==> config.mk <==
export PLATFORM = sky130hd
export DESIGN_NAME = keypad_integrator_debounce_events_unit
export DESIGN_NICKNAME = d
export VERILOG_FILES = /design/src/hw/rtl/kpdeb_pkg.sv /design/src/hw/rtl/keypad_integrator_debounce_events_unit.sv
export SDC_FILE = /design/constraint.sdc
export NUM_CORES = 1
export LEC_CHECK = 0
export BUFFER_PORTS_ARGS = -buffer_cell sky130_fd_sc_hd__clkbuf_2
export CAP_MARGIN = 20
export CORE_MARGIN = 1.5
export CORE_UTILIZATION = 61
export DETAILED_ROUTE_END_ITERATION = 8
export GPL_TIMING_DRIVEN = 0
export PLACE_DENSITY = 0.78
export REMOVE_ABC_BUFFERS = 1
export SYNTH_ARGS = -nofsm -noshare
export SYNTH_HDL_FRONTEND = slang
export SYNTH_SLANG_ARGS = --single-unit
==> constraint.sdc <==
create_clock -name clk_i -period 8.45 [get_ports clk_i]
set_clock_uncertainty 0.2 [all_clocks]
set_input_delay 0.845 -clock clk_i [delete_from_list [all_inputs] [get_ports clk_i]]
set_output_delay 0.845 -clock clk_i [all_outputs]
set_load 0.01 [all_outputs]
==> src/hw/rtl/kpdeb_pkg.sv <==
`default_nettype none

package kpdeb_pkg;

  // Widths that the interface fixes.
  localparam int unsigned RAW_W     = 16;
  localparam int unsigned KEY_IDX_W = 4;
  localparam int unsigned LIMIT_W   = 4;

  // Debounce limit after reset.
  localparam logic [LIMIT_W-1:0] LIMIT_RESET = 4'd3;

  // Sequencer states, one-hot.
  typedef enum logic [2:0] {
    ST_IDLE = 3'b001,
    ST_SCAN = 3'b010,
    ST_EMIT = 3'b100
  } state_e;

endpackage

`default_nettype wire

==> src/hw/rtl/keypad_integrator_debounce_events_unit.sv <==
`default_nettype none

// Channel  | Direction | Handshake            | Payload
// ---------+-----------+----------------------+--------------------------------------
// in       | input     | in_valid_i/in_stall_o   | raw_keys_i
// out      | output    | out_valid_o/out_stall_i | key_index_o, is_release_o, last_event_o
// cfg      | input     | cfg_we_i (no stall)     | cfg_wdata_i (debounce limit)
//
// One scan transaction walks the integrators (one key per cycle through a
// single shared update/compare unit), then loads its events in turn into the
// output register, each when the register is empty or being drained.
// The input channel is stalled from acceptance until the last event of the scan
// has been loaded into the output register; that last event may still wait there
// while the next scan transaction is accepted.
// A scan that changes no key produces no output transaction.
// Reset clears all integrators, the debounced key states and the sequencer, and
// sets the debounce limit to 3.
module keypad_integrator_debounce_events_unit #(
  parameter int unsigned NUM_KEYS = 16
) (
  input  wire logic                             clk_i,
  input  wire logic                             rst_ni,
  input  wire logic                             cfg_we_i,
  input  wire logic [kpdeb_pkg::LIMIT_W-1:0]    cfg_wdata_i,
  input  wire logic                             in_valid_i,
  output logic                                  in_stall_o,
  input  wire logic [kpdeb_pkg::RAW_W-1:0]      raw_keys_i,
  output logic                                  out_valid_o,
  input  wire logic                             out_stall_i,
  output logic [kpdeb_pkg::KEY_IDX_W-1:0]       key_index_o,
  output logic                                  is_release_o,
  output logic                                  last_event_o
);

  import kpdeb_pkg::*;

  localparam int unsigned KeyW = $clog2(NUM_KEYS);
  localparam int unsigned CntW = $clog2(NUM_KEYS + 1);

  state_e state_q, state_d;

  // Debounce limit register.
  logic [LIMIT_W-1:0] limit_q;

  // Per-key state: saturating integrator and debounced pressed bit.
  logic [LIMIT_W-1:0] integ_q [NUM_KEYS];
  logic [NUM_KEYS-1:0] stable_q;

  // Raw mask of the scan in progress, shifted right by one key per cycle.
  logic [RAW_W-1:0] raw_q;
  logic [KeyW-1:0]  scan_cnt_q;

  // Event buffers: press events and release events, each in ascending key order.
  logic [KEY_IDX_W-1:0] press_buf [NUM_KEYS];
  logic [KEY_IDX_W-1:0] rel_buf   [NUM_KEYS];
  logic [CntW-1:0]      press_cnt_q, press_cnt_d;
  logic [CntW-1:0]      rel_cnt_q, rel_cnt_d;

  // Emission pointer and phase (0 = press events, 1 = release events).
  logic [CntW-1:0] ptr_q;
  logic            phase_q;

  // Output register.
  logic                 out_valid_q;
  logic [KEY_IDX_W-1:0] key_q;
  logic                 rel_q;
  logic                 last_q;

  // The shared integrator update unit works on the key under the scan counter.
  logic [LIMIT_W-1:0] limit_eff;
  logic [LIMIT_W-1:0] integ_cur;
  logic [LIMIT_W-1:0] integ_new;
  logic               was_pressed;
  logic               raw_bit;
  logic               key_press;
  logic               key_release;
  logic               scan_last;
  logic [6:0]         key_ext;

  logic               in_accept;
  logic               load;
  logic               press_last;
  logic               rel_last;
  logic [CntW-1:0]    ptr_inc;

  // A limit of zero behaves as a limit of one.
  assign limit_eff   = (limit_q == '0) ? LIMIT_W'(1) : limit_q;
  assign integ_cur   = integ_q[scan_cnt_q];
  assign was_pressed = stable_q[scan_cnt_q];
  assign raw_bit     = raw_q[0];
  assign scan_last   = (scan_cnt_q == KeyW'(NUM_KEYS - 1));
  assign key_ext     = 7'(scan_cnt_q);

  always_comb begin
    integ_new = integ_cur;
    if (raw_bit) begin
      if (integ_cur < limit_eff) begin
        integ_new = integ_cur + LIMIT_W'(1);
      end
    end else if (integ_cur != '0) begin
      integ_new = integ_cur - LIMIT_W'(1);
    end
  end

  // Both tests use the debounced state from before this scan, so a key changes
  // at most once per scan. An integrator left above a lowered limit still counts
  // as having reached it.
  assign key_press   = !was_pressed && (integ_new >= limit_eff);
  assign key_release = was_pressed && (integ_new == '0);

  assign in_accept = in_valid_i && !in_stall_o;
  assign in_stall_o = (state_q != ST_IDLE);

  // In emission the output register takes a new event whenever it is empty or being drained.
  assign load       = (state_q == ST_EMIT) && (!out_valid_q || !out_stall_i);
  assign ptr_inc    = ptr_q + CntW'(1);
  assign press_last = (ptr_inc == press_cnt_q);
  assign rel_last   = (ptr_inc == rel_cnt_q);

  always_comb begin
    press_cnt_d = press_cnt_q;
    rel_cnt_d   = rel_cnt_q;
    if (in_accept) begin
      press_cnt_d = '0;
      rel_cnt_d   = '0;
    end else if (state_q == ST_SCAN) begin
      if (key_press) begin
        press_cnt_d = press_cnt_q + CntW'(1);
      end
      if (key_release) begin
        rel_cnt_d = rel_cnt_q + CntW'(1);
      end
    end
  end

  always_comb begin
    state_d = state_q;
    case (state_q)
      ST_IDLE: begin
        if (in_accept) begin
          state_d = ST_SCAN;
        end
      end
      ST_SCAN: begin
        if (scan_last) begin
          state_d = (press_cnt_d != '0 || rel_cnt_d != '0) ? ST_EMIT : ST_IDLE;
        end
      end
      ST_EMIT: begin
        if (load) begin
          if (!phase_q && press_last && rel_cnt_q == '0) begin
            state_d = ST_IDLE;
          end else if (phase_q && rel_last) begin
            state_d = ST_IDLE;
          end
        end
      end
      default: state_d = ST_IDLE;
    endcase
  end

  // Sequencer, counters and configuration.
  always_ff @(posedge clk_i or negedge rst_ni) begin
    if (!rst_ni) begin
      state_q     <= ST_IDLE;
      limit_q     <= LIMIT_RESET;
      scan_cnt_q  <= '0;
      press_cnt_q <= '0;
      rel_cnt_q   <= '0;
      ptr_q       <= '0;
      phase_q     <= 1'b0;
    end else begin
      state_q     <= state_d;
      press_cnt_q <= press_cnt_d;
      rel_cnt_q   <= rel_cnt_d;
      if (cfg_we_i) begin
        limit_q <= cfg_wdata_i;
      end
      if (in_accept) begin
        scan_cnt_q <= '0;
      end else if (state_q == ST_SCAN) begin
        scan_cnt_q <= scan_cnt_q + KeyW'(1);
      end
      if (state_q == ST_SCAN && scan_last) begin
        ptr_q   <= '0;
        phase_q <= (press_cnt_d == '0);
      end else if (load) begin
        if (!phase_q && press_last) begin
          ptr_q   <= '0;
          phase_q <= 1'b1;
        end else begin
          ptr_q <= ptr_inc;
        end
      end
    end
  end

  // Per-key integrators and debounced state.
  always_ff @(posedge clk_i or negedge rst_ni) begin
    if (!rst_ni) begin
      for (int k = 0; k < NUM_KEYS; k++) begin
        integ_q[k] <= '0;
      end
      stable_q <= '0;
    end else if (state_q == ST_SCAN) begin
      integ_q[scan_cnt_q] <= integ_new;
      if (key_press) begin
        stable_q[scan_cnt_q] <= 1'b1;
      end else if (key_release) begin
        stable_q[scan_cnt_q] <= 1'b0;
      end
    end
  end

  // Raw mask shifter; keys beyond the raw mask width read as released.
  always_ff @(posedge clk_i) begin
    if (in_accept) begin
      raw_q <= raw_keys_i;
    end else if (state_q == ST_SCAN) begin
      raw_q <= raw_q >> 1;
    end
  end

  // Event buffers, written during the scan and read during emission.
  always_ff @(posedge clk_i) begin
    if (state_q == ST_SCAN) begin
      if (key_press) begin
        press_buf[press_cnt_q[KeyW-1:0]] <= key_ext[KEY_IDX_W-1:0];
      end
      if (key_release) begin
        rel_buf[rel_cnt_q[KeyW-1:0]] <= key_ext[KEY_IDX_W-1:0];
      end
    end
  end

  always_ff @(posedge clk_i) begin
    if (load) begin
      if (phase_q) begin
        key_q  <= rel_buf[ptr_q[KeyW-1:0]];
        rel_q  <= 1'b1;
        last_q <= rel_last;
      end else begin
        key_q  <= press_buf[ptr_q[KeyW-1:0]];
        rel_q  <= 1'b0;
        last_q <= press_last && (rel_cnt_q == '0);
      end
    end
  end

  always_ff @(posedge clk_i or negedge rst_ni) begin
    if (!rst_ni) begin
      out_valid_q <= 1'b0;
    end else if (load) begin
      out_valid_q <= 1'b1;
    end else if (!out_stall_i) begin
      out_valid_q <= 1'b0;
    end
  end

  assign out_valid_o  = out_valid_q;
  assign key_index_o  = key_q;
  assign is_release_o = rel_q;
  assign last_event_o = last_q;

  // Emission only starts when the scan found at least one changed key.
  a_emit_has_events : assert property (@(posedge clk_i) disable iff (!rst_ni)
    (state_q == ST_EMIT) |-> (press_cnt_q != '0 || rel_cnt_q != '0))
    else $error("emission without any recorded event");

  // A key cannot both press and release in one scan.
  a_event_bound : assert property (@(posedge clk_i) disable iff (!rst_ni)
    (state_q == ST_EMIT) |-> ((CntW+1)'(press_cnt_q) + (CntW+1)'(rel_cnt_q)
                              <= (CntW+1)'(NUM_KEYS)))
    else $error("more events than keys");

  // Every scan walks the keys from the first one.
  a_scan_start : assert property (@(posedge clk_i) disable iff (!rst_ni)
    $rose(state_q == ST_SCAN) |-> (scan_cnt_q == '0))
    else $error("scan did not start at key zero");

  // After the final event of a scan is taken, no further event follows at once.
  a_last_closes : assert property (@(posedge clk_i) disable iff (!rst_ni)
    (out_valid_o && !out_stall_i && last_event_o && state_q == ST_IDLE)
    |=> !out_valid_o)
    else $error("event after the last event of a scan");

endmodule

`default_nettype wire

==> impl_metrics.toml, run 1 <==
[placement]
gp_routability_congestion = 0.850
dpl_cell_area_um2 = 12400
placed_cells = 1153
port_buffers = 32
dpl_worst_slack_ps = 785
hpwlAfterDp_um = 16000

[route]
dr_total_vias = 7289
drtPass1Iterations = 5
routed_wl_um = 24200
via_per_inst = 6.06
avgRoutedWirePerCell_um = 20.2
remaining_drc_errors = 0
drt-initial-drc-count = 774
antenna_left = 0

[timing]
hold_viol = 0
fmax_mhz = 130
post-route-min-period_ps = 7700
max_slew_margin = 0.276
holdWs_ps = 197
rsz0062_at_grt = "false"
fin_ws_ps = 746
fin_tns_setup_ps = 0
tightestPinTransition_ps = 1090
setup_viol = 0
finalCritPeriodShare = 0.912
slew_violations = 0

[power_and_ir_drop]
ir_drop_mv = 0.279
fin_total_pwr_mw = 3.83
p_leak_nw = 5.09
power_density_nw_per_um2 = 290

[cts]
cts_resized = 0
cts_setup_buffers = 0
clk_latency_ps = 520
cts_root_buf = "clkbuf_16"
cts_made_buffers = 27
clock-sinks = 258
cts_max_level = 1
cts_tree = "yes"
clkTransAtPathRegs_ps = 60
holdBufCountCts = 0
clockBufferDepth = 3

[yosys]
synthesis.instances = 899
synth_edf_count = 150
ys_seq_area_frac = 0.602
syn_avg_cell_area_um2 = 13.3
async_reset_ff_frac = 0.419
syn-cell-area_um2 = 12000
synth_cell_types = 73
ys_warn_count = 0
synth_seq_cells = 258
ys.flop_type = "edfxtp_1"

[setup_path]
cp_max_fo = 33
cp_cell_sequence = "buf_12 -> mux4_2 -> a22o_1 -> nor2_2 -> inv_1 -> ha_1 -> a21oi_1 -> o221ai_1 -> o21ai_0 -> o21a_1 -> o32a_1 -> ha_1 -> a21o_1 -> a211oi_1 -> or4_1 -> or4_1 -> xor2_1 -> nor2_1 -> nor4_1 -> o311a_1 -> a41o_1"
start_kind = "flop"
rrSetupSlack_ps = 750
critical_path_class = "reg2reg"
cp_slowest_cell = "or4_1"
cp-end-kind = "flop"
cp_slowest_stage_delay_ps = 950
worstReg2RegStart = "scan_cnt_q[1]"
ff2ff_path_depth = 21
crit_arrival_ps = 7960
crit_required_ps = 8710
reg2reg_to = "state_q[0]"

[floorplan]
start_util = 0.618
die_height_um = 143
die_area_um2 = 20500
rows = 51
fp.dieW_um = 143
io_pins = 33
core_um2 = 19400

[cells_and_area]
fill_cells = 1371
diodes = 0
final_cell_mix = "edfxtp_1, nand2_1, dfrtp_1, nor2_1, mux2_2"
postLayoutCoreUtil = 0.681
fin_cells = 1202
final_common_cell = "edfxtp_1"
fin_area_um2 = 13200
drive_above_1_share = 0.209
nets = 964
area_growth_pct = 10.2

[global_route]
gr-total-overflow = 0
antenna_found_initial = 0
grt_pass1_vias = 7221
grt_max_degree = 109
grt_pass1_wl_um = 38300
grt_use_total = 0.243

[run_status]
run_status = "finished clean"

[worst_hold_path]
hold_class = "in2async"

[run]
drv_cap = 0
sequential cells by signal, summed over array words and instances (netlist names), 3 cells and up, named ones only:
| signal | cells |
|---|---|
| rel_buf | 64 |
| ptr_q | 5 |
| limit_q | 4 |
| rel_cnt_q | 5 |
| state_q | 3 |
| press_cnt_q | 5 |
| integ_q | 64 |
| key_index_o | 4 |
| raw_q | 16 |
| press_buf | 64 |
| scan_cnt_q | 4 |
Yosys cell counts, types with 3 or more instances:
cell type	count	area [um^2]
clkbuf_1	33	124
xor2_1	7	61.3
o21a_1	3	22.5
or4_1	3	22.5
buf_1	7	26.3
nor2_1	53	199
nor2b_1	3	18.8
o21ai_0	35	175
a21oi_1	22	110
nand3b_1	3	22.5
mux4_2	36	811
and3_1	3	18.8
o21ai_1	7	35.0
o211ai_1	3	22.5
mux2_2	50	563
buf_6	3	33.8
nand4_1	5	31.3
and2_1	10	62.6
mux2_4	8	120
ha_1	22	275
mux2i_1	35	350
inv_1	25	93.8
nand2b_1	4	25.0
buf_2	4	20.0
o221ai_1	21	184
o22ai_1	5	31.3
a21o_1	3	22.5
nand3_1	11	55.1
edfxtp_1	150	4500
nor3_1	12	60.1
xnor2_1	15	131
dfstp_2	3	78.8
nand2_1	128	480
nor4_1	13	81.3
dfrtp_1	105	2630
layout make-up:
class                      instances  area (um^2)  area share
timing repair buffer              39          298      0.0225
inverter                          28          105     0.00796
sequential                       258         7220       0.546
tap                              265          332      0.0251
clock inverter                    11         76.3     0.00578
multi-input combinational        563         4450       0.336
clock buffer                      38          737      0.0558
routing by layer:
layer | up-vias | global-route usage | part of all wire
met5 | - | 0 | 0
met4 | 0 | 0.0814 | 0.030
met3 | 49 | 0.0319 | 0.043
met2 | 202 | 0.406 | 0.49
met1 | 3656 | 0.332 | 0.43
li1 | 3382 | - | -
worst max path at each step:
| stage | startpoint | to | slack (ps) | cells past startpoint |
|---|---|---|---|---|
| floorplan | scan_cnt_q[1] | state_q[0] | 860 | 18 |
| global placement | scan_cnt_q[1] | state_q[0] | -2410 | 18 |
| detailed placement | scan_cnt_q[1] | state_q[0] | 790 | 21 |
| CTS | scan_cnt_q[1] | state_q[0] | 790 | 21 |
| global route | scan_cnt_q[1] | state_q[0] | 270 | 21 |
| finish | scan_cnt_q[1] | state_q[0] | 750 | 21 |
kinds of logic (layout without fill, tap and decap cells):
group / after synthesis / after routing / share of synthesized area
adder cells (fa/ha/maj): 22 / 22 / 0.0230
buffers and inverters: 78 / 116 / 0.0283
AO/OA/AOI/OAI: 124 / 124 / 0.0707
flip-flops: 258 / 258 / 0.602
multiplexers: 129 / 129 / 0.154
XOR/XNOR: 22 / 22 / 0.0161
AND/OR/NAND/NOR: 266 / 266 / 0.107
critical path: cells and delay by family (launching register included):
family / cells / cell delay [ps]
AOI/OAI and AO/OA: 10 / 2660
and+or+nand+nor: 5 / 2420
DFF: 1 / 770
adders and majority gates: 2 / 630
buffers and inverters: 2 / 440
muxes: 1 / 350
xor gates and xnor gates: 1 / 150
where the power goes:
group | switching (mW) | total, mW | internal (mW)
logic | 0.694 | 1.11 | 0.418
clock network | 0.459 | 1.09 | 0.634
registers | 0.108 | 1.62 | 1.52
total | 1.26 | 3.83 | 2.57
No activity file was read; power rests on OpenSTA's default activity.
==> run 2: changes to the inputs <==
--- a/config.mk
+++ b/config.mk
@@ -11,7 +11,7 @@
 export CORE_UTILIZATION = 61
 export DETAILED_ROUTE_END_ITERATION = 8
 export GPL_TIMING_DRIVEN = 0
-export PLACE_DENSITY = 0.78
+export PLACE_DENSITY = 0.86
 export REMOVE_ABC_BUFFERS = 1
 export SYNTH_ARGS = -nofsm -noshare
 export SYNTH_HDL_FRONTEND = slang
==> run 2 against run 1 <==
Utilization rose by 0.49 points; critical path depth did not move; global-route usage rose by 0.32 points; highest routed layer unchanged; setup slack got worse by 52 ps.
==> impl_metrics.toml, run 2 (synthesized netlist as in run 1, its figures left out) <==
[setup_path]
cp-end-kind = "flop"
reg2reg_to = "state_q[0]"
crit_end = "state_q[0]"
rrSetupSlack_ps = 690
crit_buf_inv = 2
crit_required_ps = 8730
ff2ff_path_depth = 21
critical_path_class = "reg2reg"
crit_arrival_ps = 8030
cp_slowest_cell = "or4_1"
cp_slowest_stage_delay_ps = 930
startpoint = "scan_cnt_q[0]"
start_kind = "flop"
worstReg2RegStart = "scan_cnt_q[0]"
cp.depth = 21
cp_max_fo = 33
cp_cell_sequence = "buf_16 -> mux4_2 -> a22o_1 -> nor2_2 -> inv_1 -> ha_1 -> a21oi_1 -> o221ai_1 -> o21ai_0 -> nor2_1 -> o32a_2 -> ha_1 -> a21o_1 -> a211oi_1 -> or4_1 -> or4_1 -> xor2_1 -> nor2_1 -> nor4_1 -> o311a_1 -> a41o_1"
cp_top_family = "simple AND/OR/NAND/NOR gates"

[floorplan]
die_area_um2 = 20500
io_pins = 33
rows = 51
fp.dieW_um = 143
die_height_um = 143
core_um2 = 19400
start_util = 0.618

[cts]
clockBufferDepth = 3
clk_latency_ps = 530
cts_root_buf = "clkbuf_16"
cts_max_level = 1
clkTransAtPathRegs_ps = 70
cts_tree = "yes"
cts_made_buffers = 26
clock-sinks = 258

[cells_and_area]
fill_cells = 1282
area_growth_pct = 11.0
final_common_cell = "edfxtp_1"
fin_cells = 1202
postLayoutCoreUtil = 0.686
drive_above_1_share = 0.220
final_cell_mix = "edfxtp_1, nand2_1, dfrtp_1, nor2_1, mux2_2"
nets = 963

[run_status]
run_status = "finished clean"

[route]
remaining_drc_errors = 0
dr_total_vias = 7432
drt-initial-drc-count = 720
drtPass1Iterations = 5
routed_wl_um = 24400
via_per_inst = 6.18
avgRoutedWirePerCell_um = 20.3
antenna_left = 0

[global_route]
use_met3 = 0.0369
grt_pass1_wl_um = 38600
antenna_found_initial = 1
grt_util_met2 = 0.424
gr-total-overflow = 0
grt_max_degree = 109
grt-busiest-layer = "met2"
grt_use_total = 0.246
grt_pass1_vias = 7285
grt_use_met1 = 0.324

[timing]
max_slew_margin = 0.213
fin_tns_setup_ps = 0
fmax_mhz = 129
setup_viol = 0
post-route-min-period_ps = 7760
slew_violations = 0
finalCritPeriodShare = 0.918
hold_viol = 0
tightestPinTransition_ps = 1170
rsz0062_at_grt = "false"
fin_ws_ps = 694

[placement]
dpl_worst_slack_ps = 345
hpwlAfterDp_um = 15800
placed_cells = 1151
gp_routability_congestion = 0.922
port_buffers = 32

[power_and_ir_drop]
power_density_nw_per_um2 = 295
ir_drop_mv = 0.292
p_leak_nw = 5.14

[run]
drv_cap = 0

[worst_hold_path]
hold_class = "in2async"
## run 2: cell types whose count changed in the layout (fill, tap and decap cells not counted), moves of 2 or more
cell and delta:
clkbuf_1 -7, clkinv_1 -3, clkbuf_8 +6, bufinv_16 +2
## run 2: cell type report
class	instances	area (um^2)	share of cell area
diodes	1	2.50	0.000188
clock buffers	36	768	0.0577
well taps	265	332	0.0249
inverters	28	105	0.00790
repair buffers	39	288	0.0216
clock inverters	12	146	0.0110
flip-flops and latches	258	7220	0.542
multi-input cells	563	4450	0.334
## run 2: worst min path at each step
stage	to	slack, ps	cells after the start
floorplan	flop	240	2
CTS	async pin	260	1
global route	integ_q[62]	300	1
detailed placement	integ_q[48]	270	2
finish	integ_q[54]	200	1
global placement	integ_q[32]	260	2
## run 2: timing repair
action / 4_1_cts / 5_1_grt
hold buffers: 0 / 0
endpoints found under the setup margin: 0 / 2
gates resized for setup: 0 / 1
setup buffers: 0 / 0
## run 2: where the power goes
group	internal (mW)	switching, mW	total (mW)
Clock	0.726	0.468	1.19
Combinational	0.409	0.707	1.12
Sequential	1.52	0.103	1.62
Total	2.65	1.28	3.93
## run 2: worst reg2reg max path, cell delays in order, from the launching register on
cell	delay, ps
dfrtp_2	790
buf_16	250
mux4_2	560
a22o_1	310
nor2_2	270
inv_1	130
ha_1	330
a21oi_1	180
o221ai_1	200
o21ai_0	430
nor2_1	80
o32a_2	540
ha_1	380
a21o_1	120
a211oi_1	90
or4_1	930
or4_1	590
xor2_1	150
nor2_1	70
nor4_1	620
o311a_1	300
a41o_1	170
## run 2: metrics by stage
step | total power, mW | area, um^2 | hold WS (ps)
5_1_grt | 4.11 | 13300 | 296
4_1_cts | 3.90 | 13300 | 256
3_5_place_dp | 2.70 | 12400 | 270
6_report | 3.93 | 13300 | 202
3_3_place_gp | 2.63 | 12200 | 256
2_1_floorplan | 2.35 | 11800 | 241
## run 2: per-layer routing
metal  vias up  routed length (um)
li1       3390                   -
met1      3740                9860
met2       240               12500
met3        62                1350
met4         0                 714
met5         -                   0
